$ cat config.mk
export PLATFORM = sky130hd
export DESIGN_NAME = adpcm_nibble_codec_top_flat
export DESIGN_NICKNAME = d
export VERILOG_FILES = /design/src/rtl/core/anc_pkg.sv /design/src/rtl/core/anc_if.sv /design/src/rtl/core/anc_mac.sv /design/src/rtl/core/adpcm_nibble_codec_top.sv /design/src/flat_wrapper.sv
export SDC_FILE = /design/constraint.sdc
export NUM_CORES = 1
export LEC_CHECK = 0
export ABC_AREA = 1
export ABC_CLOCK_PERIOD_IN_PS = 8440
export BUFFER_PORTS_ARGS = -buffer_cell sky130_fd_sc_hd__buf_2
export CORE_ASPECT_RATIO = 0.6
export CORE_UTILIZATION = 40
export CTS_CLUSTER_DIAMETER = 120
export DETAILED_ROUTE_END_ITERATION = 10
export PLACE_DENSITY_LB_ADDON = 0.25
export SKIP_LAST_GASP = 1
export SLEW_MARGIN = 20
export SYNTH_ARGS = -nofsm -noshare
export SYNTH_HDL_FRONTEND = slang
export SYNTH_SLANG_ARGS = --single-unit
$ cat constraint.sdc
create_clock -name clk -period 8.44 [get_ports clk]
set_clock_uncertainty 0.2 [all_clocks]
set_input_delay 0.844 -clock clk [delete_from_list [all_inputs] [get_ports clk]]
set_output_delay 0.844 -clock clk [all_outputs]
set_load 0.02 [all_outputs]
$ cat src/rtl/core/anc_pkg.sv
// shared types, constants and the step scale table of the adpcm nibble codec
`timescale 1ns / 1ps
package anc_pkg;

    localparam logic [14:0] STEP_MIN  = 15'd127;
    localparam logic [14:0] STEP_MAX  = 15'd24576;
    localparam logic [10:0] DECAY_MUL = 11'd254;

    typedef enum logic [1:0] {
        MAC_DECAY,
        MAC_INC,
        MAC_SCALE
    } mac_op_t;

    typedef struct packed {
        mac_op_t     op;
        logic [2:0]  mag;
    } mac_ctrl_t;

    function automatic logic [10:0] scale_tab(input logic [2:0] mag);
        logic [10:0] val;
        unique case (mag)
            3'd4:    val = 11'd307;
            3'd5:    val = 11'd409;
            3'd6:    val = 11'd512;
            3'd7:    val = 11'd614;
            default: val = 11'd230;
        endcase
        return val;
    endfunction

endpackage

$ cat src/rtl/core/anc_if.sv
// valid/ready stream interfaces for the input and result channels
`timescale 1ns / 1ps
interface anc_in_if;
    logic               valid;
    logic               ready;
    logic               start_req;
    logic signed [15:0] data_in;

    modport source (output valid, output start_req, output data_in, input ready);
    modport sink (input valid, input start_req, input data_in, output ready);
endinterface

interface anc_out_if;
    logic               valid;
    logic               ready;
    logic signed [15:0] data_out;
    logic               last;

    modport source (output valid, output data_out, output last, input ready);
    modport sink (input valid, input data_out, input last, output ready);
endinterface

$ cat src/rtl/core/anc_mac.sv
// shared multiplier with operand select and registered product
`timescale 1ns / 1ps
module anc_mac
(
    input  logic                clk,
    input  anc_pkg::mac_ctrl_t  ctrl,
    input  logic signed [15:0]  pred,
    input  logic        [14:0]  step,
    output logic signed [27:0]  prod
);

    logic signed [16:0] op_a;
    logic signed [10:0] op_b;
    logic signed [27:0] prod_reg;

    always_comb
    begin
        unique case (ctrl.op)
            anc_pkg::MAC_DECAY:
            begin
                op_a = {pred[15], pred};
                op_b = anc_pkg::DECAY_MUL;
            end
            anc_pkg::MAC_INC:
            begin
                op_a = {2'b00, step};
                op_b = {7'd0, ctrl.mag, 1'b1};
            end
            anc_pkg::MAC_SCALE:
            begin
                op_a = {2'b00, step};
                op_b = anc_pkg::scale_tab(ctrl.mag);
            end
            default:
            begin
                op_a = {2'b00, step};
                op_b = anc_pkg::DECAY_MUL;
            end
        endcase
    end

    always_ff @(posedge clk)
    begin
        prod_reg <= 28'(op_a * op_b);
    end

    assign prod = prod_reg;

endmodule

$ cat src/rtl/core/adpcm_nibble_codec_top.sv
// top level: sequencer, codec state and output register of the adpcm nibble codec
//
//  channel   dir  handshake               payload
//  in_ch     in   valid / ready           start_req, data_in[15:0]
//  out_ch    out  valid / ready           data_out[15:0], last
//  cfg       in   cfg_we (no handshake)   cfg_wdata = mode
//
//  one item at a time; in_ch.ready is high only while idle
//  decode: accept, then per nibble (high first) the decay, increment, scale and update
//  states on the shared multiplier, then emit; encode: accept, a saturation check, a
//  bitwise quotient search unless saturated, the same states, and an emit every second sample
//  a stalled out_ch holds the sequencer in its emit state
//  reset: predictor 0, step 127, nibble phase 0, held code 0, mode decode
`timescale 1ns / 1ps
module adpcm_nibble_codec_top
(
    input  logic               clk,
    input  logic               rst_n,
    input  logic               cfg_we,
    input  logic               cfg_wdata,
    anc_in_if.sink             in_ch,
    anc_out_if.source          out_ch
);

    typedef enum logic [2:0] {
        S_IDLE,
        S_QSAT,
        S_QDIV,
        S_DECAY,
        S_INC,
        S_SCALE,
        S_UPD,
        S_EMIT
    } state_t;

    state_t              state_reg, state_next;
    logic                mode_reg, mode_next;
    logic signed [15:0]  pred_reg, pred_next;
    logic        [14:0]  step_reg, step_next;
    logic                phase_reg, phase_next;
    logic        [3:0]   held_reg, held_next;
    logic        [3:0]   code_reg, code_next;
    logic        [3:0]   low_nib_reg, low_nib_next;
    logic                second_reg, second_next;
    logic        [17:0]  rem_reg, rem_next;
    logic        [1:0]   bit_reg, bit_next;
    logic signed [15:0]  decay_reg, decay_next;
    logic        [15:0]  inc_reg, inc_next;
    logic signed [15:0]  out_data_reg, out_data_next;
    logic                out_last_reg, out_last_next;
    logic                out_valid_reg, out_valid_next;

    anc_pkg::mac_ctrl_t  mac_ctrl;
    logic signed [27:0]  prod;

    logic                accept;
    logic signed [15:0]  pred_use;
    logic        [15:0]  diff;
    logic        [15:0]  mag;
    logic        [17:0]  dvs;
    logic signed [27:0]  adj;
    logic signed [17:0]  sum;
    logic        [15:0]  ns;
    logic                slot_free;

    anc_mac u_mac
    (
        .clk  (clk),
        .ctrl (mac_ctrl),
        .pred (pred_reg),
        .step (step_reg),
        .prod (prod)
    );

    assign accept    = in_ch.valid && (state_reg == S_IDLE);
    assign slot_free = !out_valid_reg || out_ch.ready;

    always_comb
    begin
        mac_ctrl.mag = code_reg[2:0];
        unique case (state_reg)
            S_INC:   mac_ctrl.op = anc_pkg::MAC_INC;
            S_SCALE: mac_ctrl.op = anc_pkg::MAC_SCALE;
            default: mac_ctrl.op = anc_pkg::MAC_DECAY;
        endcase
    end

    // quantizer front end and update arithmetic
    always_comb
    begin
        pred_use = in_ch.start_req ? 16'sd0 : pred_reg;
        diff     = {in_ch.data_in[15:3], 3'b000} - pred_use;
        mag      = diff[15] ? (16'd0 - diff) : diff;
        dvs      = {3'b000, step_reg} << bit_reg;
        adj      = prod + (prod[27] ? 28'sd255 : 28'sd0);
        sum      = code_reg[3] ? ({{2{decay_reg[15]}}, decay_reg} - {2'b00, inc_reg})
                               : ({{2{decay_reg[15]}}, decay_reg} + {2'b00, inc_reg});
        ns       = prod[23:8];
    end

    always_comb
    begin
        state_next     = state_reg;
        mode_next      = cfg_we ? cfg_wdata : mode_reg;
        pred_next      = pred_reg;
        step_next      = step_reg;
        phase_next     = phase_reg;
        held_next      = held_reg;
        code_next      = code_reg;
        low_nib_next   = low_nib_reg;
        second_next    = second_reg;
        rem_next       = rem_reg;
        bit_next       = bit_reg;
        decay_next     = decay_reg;
        inc_next       = inc_reg;
        out_data_next  = out_data_reg;
        out_last_next  = out_last_reg;
        out_valid_next = out_valid_reg && !out_ch.ready;

        unique case (state_reg)
            S_IDLE:
            begin
                if (accept)
                begin
                    if (in_ch.start_req)
                    begin
                        pred_next  = 16'sd0;
                        step_next  = anc_pkg::STEP_MIN;
                        phase_next = 1'b0;
                        held_next  = 4'd0;
                    end
                    second_next  = 1'b0;
                    low_nib_next = in_ch.data_in[3:0];
                    if (mode_reg)
                    begin
                        code_next  = {diff[15], 3'b000};
                        rem_next   = {mag, 2'b00};
                        state_next = S_QSAT;
                    end
                    else
                    begin
                        code_next  = in_ch.data_in[7:4];
                        state_next = S_DECAY;
                    end
                end
            end
            S_QSAT:
            begin
                bit_next = 2'd2;
                if (rem_reg >= {step_reg, 3'b000})
                begin
                    code_next[2:0] = 3'd7;
                    state_next     = S_DECAY;
                end
                else
                begin
                    state_next = S_QDIV;
                end
            end
            S_QDIV:
            begin
                if (rem_reg >= dvs)
                begin
                    rem_next           = rem_reg - dvs;
                    code_next[bit_reg] = 1'b1;
                end
                bit_next = bit_reg - 2'd1;
                if (bit_reg == 2'd0)
                begin
                    state_next = S_DECAY;
                end
            end
            S_DECAY:
            begin
                state_next = S_INC;
            end
            S_INC:
            begin
                decay_next = adj[23:8];
                state_next = S_SCALE;
            end
            S_SCALE:
            begin
                inc_next   = prod[18:3];
                state_next = S_UPD;
            end
            S_UPD:
            begin
                if (sum > 18'sd32767)
                begin
                    pred_next = 16'sh7fff;
                end
                else if (sum < -18'sd32768)
                begin
                    pred_next = 16'sh8000;
                end
                else
                begin
                    pred_next = sum[15:0];
                end
                if (ns < {1'b0, anc_pkg::STEP_MIN})
                begin
                    step_next = anc_pkg::STEP_MIN;
                end
                else if (ns > {1'b0, anc_pkg::STEP_MAX})
                begin
                    step_next = anc_pkg::STEP_MAX;
                end
                else
                begin
                    step_next = ns[14:0];
                end
                if (mode_reg && !phase_reg)
                begin
                    held_next  = code_reg;
                    phase_next = 1'b1;
                    state_next = S_IDLE;
                end
                else
                begin
                    if (mode_reg)
                    begin
                        phase_next = 1'b0;
                    end
                    state_next = S_EMIT;
                end
            end
            S_EMIT:
            begin
                if (slot_free)
                begin
                    out_valid_next = 1'b1;
                    out_last_next  = mode_reg || second_reg;
                    out_data_next  = mode_reg ? {8'd0, held_reg, code_reg} : pred_reg;
                    if (!mode_reg && !second_reg)
                    begin
                        second_next = 1'b1;
                        code_next   = low_nib_reg;
                        state_next  = S_DECAY;
                    end
                    else
                    begin
                        state_next = S_IDLE;
                    end
                end
            end
            default:
            begin
                state_next = S_IDLE;
            end
        endcase
    end

    always_ff @(posedge clk or negedge rst_n)
    begin
        if (!rst_n)
        begin
            state_reg     <= S_IDLE;
            mode_reg      <= 1'b0;
            pred_reg      <= 16'sd0;
            step_reg      <= anc_pkg::STEP_MIN;
            phase_reg     <= 1'b0;
            held_reg      <= 4'd0;
            second_reg    <= 1'b0;
            bit_reg       <= 2'd0;
            out_valid_reg <= 1'b0;
        end
        else
        begin
            state_reg     <= state_next;
            mode_reg      <= mode_next;
            pred_reg      <= pred_next;
            step_reg      <= step_next;
            phase_reg     <= phase_next;
            held_reg      <= held_next;
            second_reg    <= second_next;
            bit_reg       <= bit_next;
            out_valid_reg <= out_valid_next;
        end
    end

    always_ff @(posedge clk)
    begin
        code_reg     <= code_next;
        low_nib_reg  <= low_nib_next;
        rem_reg      <= rem_next;
        decay_reg    <= decay_next;
        inc_reg      <= inc_next;
        out_data_reg <= out_data_next;
        out_last_reg <= out_last_next;
    end

    assign in_ch.ready     = (state_reg == S_IDLE);
    assign out_ch.valid    = out_valid_reg;
    assign out_ch.data_out = out_data_reg;
    assign out_ch.last     = out_last_reg;

endmodule

$ cat src/flat_wrapper.sv
// flat-port wrapper written by rule: the top's interface ports become plain ports
module adpcm_nibble_codec_top_flat 
  (clk, rst_n, cfg_we, cfg_wdata, in_ch_valid, in_ch_start_req, in_ch_data_in, in_ch_ready, out_ch_valid, out_ch_data_out, out_ch_last, out_ch_ready);
  anc_in_if in_ch_i ();
  anc_out_if out_ch_i ();
  input  logic clk;
  input  logic rst_n;
  input  logic cfg_we;
  input  logic cfg_wdata;
  input wire logic [$bits(in_ch_i.valid)-1:0] in_ch_valid;
  input wire logic [$bits(in_ch_i.start_req)-1:0] in_ch_start_req;
  input wire logic [$bits(in_ch_i.data_in)-1:0] in_ch_data_in;
  output wire logic [$bits(in_ch_i.ready)-1:0] in_ch_ready;
  output wire logic [$bits(out_ch_i.valid)-1:0] out_ch_valid;
  output wire logic [$bits(out_ch_i.data_out)-1:0] out_ch_data_out;
  output wire logic [$bits(out_ch_i.last)-1:0] out_ch_last;
  input wire logic [$bits(out_ch_i.ready)-1:0] out_ch_ready;
  assign in_ch_i.valid = in_ch_valid;
  assign in_ch_i.start_req = in_ch_start_req;
  assign in_ch_i.data_in = in_ch_data_in;
  assign in_ch_ready = in_ch_i.ready;
  assign out_ch_valid = out_ch_i.valid;
  assign out_ch_data_out = out_ch_i.data_out;
  assign out_ch_last = out_ch_i.last;
  assign out_ch_i.ready = out_ch_ready;
  adpcm_nibble_codec_top u_core (.clk(clk), .rst_n(rst_n), .cfg_we(cfg_we), .cfg_wdata(cfg_wdata), .in_ch(in_ch_i), .out_ch(out_ch_i));
endmodule
==> results of run 1 <==
[logic make-up (layout without fill, tap and decap cells)]
kind of cell / after synthesis / count (layout) / share of synthesized area
and+or+nand+nor: 871 / 871 / 0.223
buffers and inverters: 440 / 483 / 0.104
AOI/OAI and AO/OA: 327 / 327 / 0.111
adders and majority gates: 290 / 290 / 0.288
DFF: 144 / 144 / 0.234
xor gates and xnor gates: 73 / 73 / 0.0392
muxes: 2 / 2 / 0.00121
[path summary, 6_finish.rpt]
| path | start | to | slack [ns] | cells past startpoint |
|---|---|---|---|---|
| min in group clk | u_core.held_reg[2] | u_core.held_reg[2] | 0.31 | 2 |
| min | rst_n | u_core.step_reg[8] | 0.28 | 2 |
| max | u_core.state_reg[1] | u_core.u_mac.prod[27] | 1.36 | 27 |
| max in group asynchronous | rst_n | u_core.pred_reg[11] | 7.32 | 2 |
| min reg2reg | u_core.held_reg[2] | u_core.held_reg[2] | 0.31 | 2 |
| max reg2reg | u_core.state_reg[1] | u_core.u_mac.prod[27] | 1.36 | 27 |
[routing by layer]
layer / share of wire / track usage / wire length, um
met1: 0.51 / 0.438 / 27400
met2: 0.35 / 0.307 / 18700
met3: 0.14 / 0.107 / 7610
met4: 0.0087 / 0.0346 / 472
met5: 0 / 0 / 0
[final cells by class]
class                           instances  area, sq um
Fill cell                            4120        22800
Multi-Input combinational cell       1563        10900
Sequential cell                       144         3860
Inverter                              401         1510
Tap cell                              531          664
Clock buffer                           17          425
Timing Repair Buffer                   50          273
Clock inverter                         15          141
[worst register-to-register path, cell delays in order (launching register included)]
cell and delay, ns:
dfrtp_1 0.45, nor2_1 0.16, nand2_1 0.18, inv_1 0.54
ha_1 0.31, nand2_1 0.07, nand2_1 0.43, inv_1 0.18
nor2_1 0.26, inv_1 0.10, fa_1 0.54, inv_1 0.05
fa_1 0.53, fa_1 0.45, fa_1 0.55, inv_1 0.06
fa_1 0.56, inv_1 0.05, ha_1 0.36, nand2_1 0.12
nor2_1 0.11, inv_1 0.06, o221ai_1 0.18, inv_1 0.08
nand2_1 0.13, nand3_1 0.10, nand2_1 0.08, xor2_1 0.13
[Yosys cell counts (all sizes together) (2+ instances only)]
master,number
nand2,509
dfrtp,37
dfxtp,25
clkinv,2
nand3b,7
xnor2,22
inv,399
nor3,23
ha,140
o21ai,159
nand3,85
a21oi,122
nor4,10
fa,150
clkbuf,28
buf,11
o211ai,4
o21bai,3
o21a,4
edfxtp,75
or2,5
nand4,21
nor2,209
mux2i,2
xor2,51
a21o,6
and2,2
o221ai,2
a31oi,8
o22ai,5
dfstp,7
[stage by stage]
stage | setup slack, ns | std cells | hold WS (ns) | instance area (sq um)
2_1_floorplan | 2.01 | 2147 | 0.215 | 16500
3_3_place_gp | 1.51 | 2689 | 0.290 | 17200
3_5_place_dp | 1.39 | 2689 | 0.286 | 17200
4_1_cts | 1.35 | 2721 | 0.283 | 17800
5_1_grt | 0.920 | 2721 | 0.308 | 17800
6_report | 1.36 | 2721 | 0.281 | 17800
==> flow_metrics.env, run 1 <==
export IMPL_die_area_sq_um=42100
export IMPL_synth_seq_area_share=0.234
export IMPL_tritoncts="built"
export IMPL_synth_warnings=0
export IMPL_synth_seq_cells=144
export IMPL_drc=0
export IMPL_nets=2490
export IMPL_final_common_cell="nand2_1"
export IMPL_routedWlPerCell_um=19.9
export IMPL_slew_viol_final=0
export IMPL_async_reset_ff_frac=0.306
export IMPL_slew_limit_headroom=0.350
export IMPL_path_class="reg2reg"
export IMPL_clk_path_buf_depth=2
export IMPL_vias=14600
export IMPL_clk_latency_ns=0.46
export IMPL_drv_cap=0
export IMPL_grt_pass1_vias=13600
export IMPL_setup_viol=0
export IMPL_rsz0062_at_grt="no"
export IMPL_cp_slowest_cell="fa_1"
export IMPL_numPortBuffers=41
export IMPL_hold_path_class="in2async"
export IMPL_fin_crit_sh=0.839
export IMPL_cts_buffers_inserted=17
export IMPL_die_h_um=159
export IMPL_syn_nets=2460
export IMPL_synthCells=2147
export IMPL_fp_row_count=57
export IMPL_drt_iter0_drc=1624
export IMPL_grt_overflow_total=0
export IMPL_initial_core_util=0.407
export IMPL_grt_first_pass_wirelength_mm=83.2
export IMPL_min_period_ns=7.08
export IMPL_gp_congestion=1.03
export IMPL_crit_path_end_kind="flip-flop"
export IMPL_vias_per_cell=5.36
export IMPL_synth_top_area_share=0.182
export IMPL_synth_flop_cell="edfxtp_1"
export IMPL_worst_pin_slew_ns=0.975
export IMPL_clock_tree_root_cell="clkbuf_16"
export IMPL_grt_start_max_net_pins=45
export IMPL_antenna_found_initial=3
export IMPL_cts_max_level=4
export IMPL_critPathMaxStageDelay_ns=0.56
export IMPL_avgSynthCellArea_sq_um=7.68
export IMPL_io_pins=42
export IMPL_mappedNetlistArea_sq_um=16500
export IMPL_final_util=0.439
export IMPL_cts_hold_buffers=0
export IMPL_synth_cell_types=64
export IMPL_crit_arrival_ns=7.27
export IMPL_run_status="complete, no violations"
export IMPL_cts_resized=0
export IMPL_tns_ns=0
export IMPL_mostFrequentLayoutCells="nand2_1, inv_1, nor2_1, fa_1, ha_1"
export IMPL_hold_violations=0
export IMPL_cp_common_cell="inv_1"
export IMPL_die_w_um=264
export IMPL_cp_max_fo=17
export IMPL_drt_wl_total_mm=54.2
export IMPL_largest_reg_flops=25
export IMPL_core_sq_um=40600
export IMPL_drive_gt1_frac=0.0744
export IMPL_ant_nets=0
export IMPL_grtUsageTotal=0.264
export IMPL_cts_sinks=144
export IMPL_synthTopCellsByArea="fa_1, edfxtp_1, nand2_1"
export IMPL_crit_required_ns=8.63
export IMPL_start_kind="flip-flop"
export IMPL_max_freq_mhz=141
export IMPL_synth_area_leader_cell="fa_1"
export IMPL_clk_pin_slew_worst_paths_ns=0.07
export IMPL_firstDrtPassIters=6
export IMPL_syn_to_final_growth_pct=7.93
export IMPL_cp_top_family="adder cells"
export IMPL_synth_edf_count=75
export IMPL_dp_hpwl_mm=46.0
export IMPL_critical_path_buf_inv_count=8
export IMPL_cts_setup_buffers=0
export IMPL_antenna_cells=0
Power of run 1 is left out: the tool's default activity adds up to more than one toggle a clock period on the data nets, which glitch-free logic cannot reach.
==> run 2, diff against run 1 <==
- ABC_CLOCK_PERIOD_IN_PS: 8440 -> 6500
- clock period: 8.44 -> 6.5 ns (I/O delays scaled with it)
==> flow_metrics.env, run 2 (synthesis results as in run 1) <==
export IMPL_critPathMaxStageDelay_ns=0.58
export IMPL_crit_arrival_ns=6.47
export IMPL_grt_use_met1=0.455
export IMPL_grt_busiest_layer="met1"
export IMPL_grt_first_pass_wirelength_mm=84.5
export IMPL_grtUsageTotal=0.269
export IMPL_final_common_cell="nand2_1"
export IMPL_min_period_ns=6.30
export IMPL_drt_wl_total_mm=55.4
export IMPL_rr_endpoint="u_core.u_mac.prod[22]"
export IMPL_placed_cells=2715
export IMPL_critical_path_buf_inv_count=8
export IMPL_vias_per_cell=5.30
export IMPL_cts_sinks=144
export IMPL_crit_start="u_core.state_reg[0]"
export IMPL_reg2reg_depth=28
export IMPL_vias=14600
export IMPL_cts_hold_buffers=0
export IMPL_clk_pin_slew_worst_paths_ns=0.07
export IMPL_grt_pass1_vias=13700
export IMPL_mostFrequentLayoutCells="nand2_1, inv_1, nor2_1, fa_1, ha_1"
export IMPL_cts_max_level=4
export IMPL_die_area_sq_um=42100
export IMPL_tritoncts="built"
export IMPL_drv_cap=0
export IMPL_antenna_cells=0
export IMPL_slew_viol_final=0
export IMPL_cp_max_fo=13
export IMPL_hold_path_class="in2async"
export IMPL_cp_slowest_cell="fa_1"
export IMPL_drt_iter0_drc=1655
export IMPL_run_status="complete, no violations"
export IMPL_crit_path_end_kind="flip-flop"
export IMPL_grt_start_max_net_pins=45
export IMPL_drc=0
export IMPL_firstDrtPassIters=6
export IMPL_drive_gt1_frac=0.105
export IMPL_numPortBuffers=41
export IMPL_cts_buffers_inserted=17
export IMPL_clk_latency_ns=0.46
export IMPL_initial_core_util=0.407
export IMPL_hold_violations=0
export IMPL_crit_required_ns=6.66
export IMPL_start_kind="flip-flop"
export IMPL_r2r_start="u_core.state_reg[0]"
export IMPL_fp_row_count=57
export IMPL_cp_top_family="adder cells"
export IMPL_gp_congestion=0.970
export IMPL_io_pins=42
export IMPL_nets=2519
export IMPL_max_freq_mhz=159
export IMPL_grt_util_met2=0.315
export IMPL_core_sq_um=40600
export IMPL_finalNonFillerCells=2750
export IMPL_fin_crit_sh=0.969
export IMPL_globalRouteMet3Util=0.0933
export IMPL_clock_tree_root_cell="clkbuf_16"
export IMPL_die_w_um=264
export IMPL_setup_viol=0
export IMPL_antenna_found_initial=0
export IMPL_path_class="reg2reg"
export IMPL_crit_path_end="u_core.u_mac.prod[22]"
export IMPL_slew_limit_headroom=0.299
export IMPL_ant_nets=0
export IMPL_rsz0062_at_grt="yes"
export IMPL_largest_reg_flops=25
export IMPL_regToRegSetupSlack_ns=0.20
export IMPL_clk_path_buf_depth=2
export IMPL_worst_pin_slew_ns=1.05
export IMPL_die_h_um=159
export IMPL_syn_to_final_growth_pct=10.4
export IMPL_routedWlPerCell_um=20.1
export IMPL_grt_overflow_total=0
export IMPL_dp_hpwl_mm=46.9
export IMPL_cp_depth=28
==> run 2: cell types whose count changed in the layout (fill, tap and decap cells not counted), sizes merged <==
cell,previous run,this run
buf,50,78
bufinv,0,1
clkbuf,17,18
clkinv,4,9
clkinvlp,4,5
inv,408,401
==> run 2: worst min path at each step <==
| stage | from | end | slack [ns] | depth (start not counted) |
|---|---|---|---|---|
| floorplan | rst_n | u_core.bit_reg[0] | 0.15 | 0 |
| global route | rst_n | u_core.step_reg[8] | 0.12 | 2 |
| finish | rst_n | u_core.step_reg[8] | 0.09 | 2 |
| global placement | u_core.u_mac.prod[4] | u_core.inc_reg[1] | 0.25 | 0 |
| CTS | rst_n | u_core.step_reg[9] | 0.11 | 2 |
| detailed placement | u_core.u_mac.prod[4] | u_core.inc_reg[1] | 0.28 | 0 |
==> run 2: what timing repair did <==
item | CTS | global route
cloned | 0 | 1
endpoints found under the setup margin | 3 | 12
setup buffers | 0 | 2
gates resized for setup | 1 | 57
pin swaps | 0 | 8
==> run 2: worst register-to-register path, delay by kind of cell (launching register included) <==
| kind | cells | cell delay (ns) |
|---|---|---|
| AO/OA/AOI/OAI | 3 | 0.38 |
| XOR/XNOR | 1 | 0.24 |
| adder cells (fa/ha/maj) | 7 | 3.23 |
| buffers and inverters | 8 | 0.74 |
| flip-flops | 1 | 0.38 |
| AND/OR/NAND/NOR | 9 | 1.05 |
==> run 2: stage by stage <==
stage | instance area [sq um] | setup TNS (ns) | hold slack [ns] | util | worst slack (ns)
detailed placement | 17400 | -0.0714 | 0.279 | 0.430 | -0.0582
finish | 18200 | 0 | 0.0885 | 0.449 | 0.199
CTS | 18000 | 0 | 0.106 | 0.443 | 0.00200
floorplan | 16500 | 0 | 0.154 | - | 0.0669
global placement | 17400 | -0.0231 | 0.254 | 0.430 | -0.0231
global route | 18200 | -0.103 | 0.124 | 0.449 | -0.0501
==> run 2: cell type report <==
cell class              count  area, sq um
inverters                 401         1510
multi-input cells        1563        11100
well taps                 531          664
fillers                  4041        22400
clock inverters            14          115
repair buffers             78          498
clock buffers              18          429
repair inverters            1         7.51
flip-flops and latches    144         3860
==> run 2: per-layer routing <==
metal	vias to the layer above	part of all wire	wire (um)
li1	6936	-	-
met1	6953	0.52	28700
met2	651	0.35	19400
met3	47	0.12	6740
met4	0	0.0094	523
met5	-	0	0
Power of run 2 is left out for the same reason.
==> run 3, diff against run 2 <==
- ABC_CLOCK_PERIOD_IN_PS: 6500 -> 8150
- clock period: 6.5 -> 8.15 ns (I/O delays scaled with it)
==> flow_metrics.env, run 3 (synthesis results as in run 1) <==
export IMPL_tns_ns=0
export IMPL_clk_latency_ns=0.45
export IMPL_gp_congestion=1.02
export IMPL_fin_crit_sh=0.885
export IMPL_worst_pin_slew_ns=0.918
export IMPL_path_class="reg2reg"
export IMPL_drv_cap=0
export IMPL_grt_overflow_total=0
export IMPL_drive_gt1_frac=0.0744
export IMPL_io_pins=42
export IMPL_numPortBuffers=41
export IMPL_rsz0062_at_grt="no"
export IMPL_core_sq_um=40600
export IMPL_run_status="complete, no violations"
export IMPL_slew_limit_headroom=0.382
export IMPL_dp_hpwl_mm=46.5
export IMPL_die_h_um=159
export IMPL_tritoncts="built"
export IMPL_grt_start_max_net_pins=45
export IMPL_clk_pin_slew_worst_paths_ns=0.06
export IMPL_ant_nets=0
export IMPL_crit_start="u_core.state_reg[1]"
export IMPL_grt_pass1_vias=13900
export IMPL_max_freq_mhz=139
export IMPL_crit_path_end_kind="flip-flop"
export IMPL_r2r_start="u_core.state_reg[1]"
export IMPL_grtUsageTotal=0.267
export IMPL_crit_required_ns=8.32
export IMPL_die_area_sq_um=42100
export IMPL_syn_to_final_growth_pct=8.12
export IMPL_drt_wl_total_mm=55.1
export IMPL_cts_resized=0
export IMPL_clk_path_buf_depth=2
export IMPL_cts_buffers_inserted=17
export IMPL_cts_setup_buffers=0
export IMPL_final_common_cell="nand2_1"
export IMPL_nets=2492
export IMPL_die_w_um=264
export IMPL_drt_iter0_drc=1680
export IMPL_cts_sinks=144
export IMPL_largest_reg_flops=25
export IMPL_cts_hold_buffers=0
export IMPL_mostFrequentLayoutCells="nand2_1, inv_1, nor2_1, fa_1, ha_1"
export IMPL_antenna_cells=0
export IMPL_setup_viol=0
export IMPL_cts_max_level=4
export IMPL_hold_path_class="in2async"
export IMPL_initial_core_util=0.407
export IMPL_grt_first_pass_wirelength_mm=83.9
export IMPL_antenna_found_initial=1
export IMPL_vias_per_cell=5.35
export IMPL_cp_max_fo=17
export IMPL_hold_violations=0
export IMPL_min_period_ns=7.21
export IMPL_crit_arrival_ns=7.38
export IMPL_vias=14600
export IMPL_firstDrtPassIters=5
export IMPL_drc=0
export IMPL_fp_row_count=57
export IMPL_slew_viol_final=0
export IMPL_clock_tree_root_cell="clkbuf_16"
export IMPL_routedWlPerCell_um=20.2
export IMPL_start_kind="flip-flop"
==> run 3: path summary, 6_finish.rpt <==
check,endpoint,slack (ns),depth (start not counted)
min in group clk,u_core.inc_reg[1],0.26,0
min,u_core.step_reg[9],0.26,2
min reg2reg,u_core.inc_reg[1],0.26,0
max,u_core.u_mac.prod[20],0.94,21
max reg2reg,u_core.u_mac.prod[20],0.94,21
max in group asynchronous,u_core.pred_reg[7],7.06,2
==> run 3: layer usage <==
layer / GRT usage / share of wire / wire [um]
met3: 0.121 / 0.14 / 7980
met2: 0.317 / 0.35 / 19300
met1: 0.427 / 0.49 / 27200
met5: 0 / 0.00094 / 52
met4: 0.0444 / 0.011 / 617
==> run 3: through the flow <==
stage | util | setup slack [ns] | cell area (sq um) | hold WS, ns | std cells
final | 0.440 | 0.941 | 17800 | 0.261 | 2723
after global routing | 0.440 | 0.518 | 17800 | 0.288 | 2723
after CTS | 0.440 | 0.933 | 17800 | 0.258 | 2723
after detailed placement | 0.425 | 0.994 | 17300 | 0.235 | 2691
after global placement | 0.425 | 1.18 | 17300 | 0.240 | 2691
after floorplan | - | 1.72 | 16500 | 0.215 | 2147
==> run 3: layout make-up <==
cell class / instances / area [sq um]
fillers: 4047 / 22700
multi-input cells: 1563 / 10900
flip-flops and latches: 144 / 3860
inverters: 401 / 1510
well taps: 531 / 664
clock buffers: 17 / 425
repair buffers: 52 / 288
clock inverters: 15 / 158
==> run 3: critical path, cell delays in order (launching register included) <==
cell and delay (ns):
dfrtp_1 0.45, nor2_1 0.17, nand2_1 0.20, inv_1 0.54, ha_1 0.39, a21oi_1 0.15
nand2_1 0.34, inv_1 0.23, nor2_1 0.10, fa_1 0.77, fa_1 0.49, fa_1 0.50
fa_1 0.55, inv_1 0.05, fa_1 0.53, inv_1 0.04, ha_1 0.39, nand2_1 0.14
nor4_1 0.40, nand4_1 0.19, nand3_1 0.14, xor2_1 0.15
Power of run 3 is left out for the same reason.
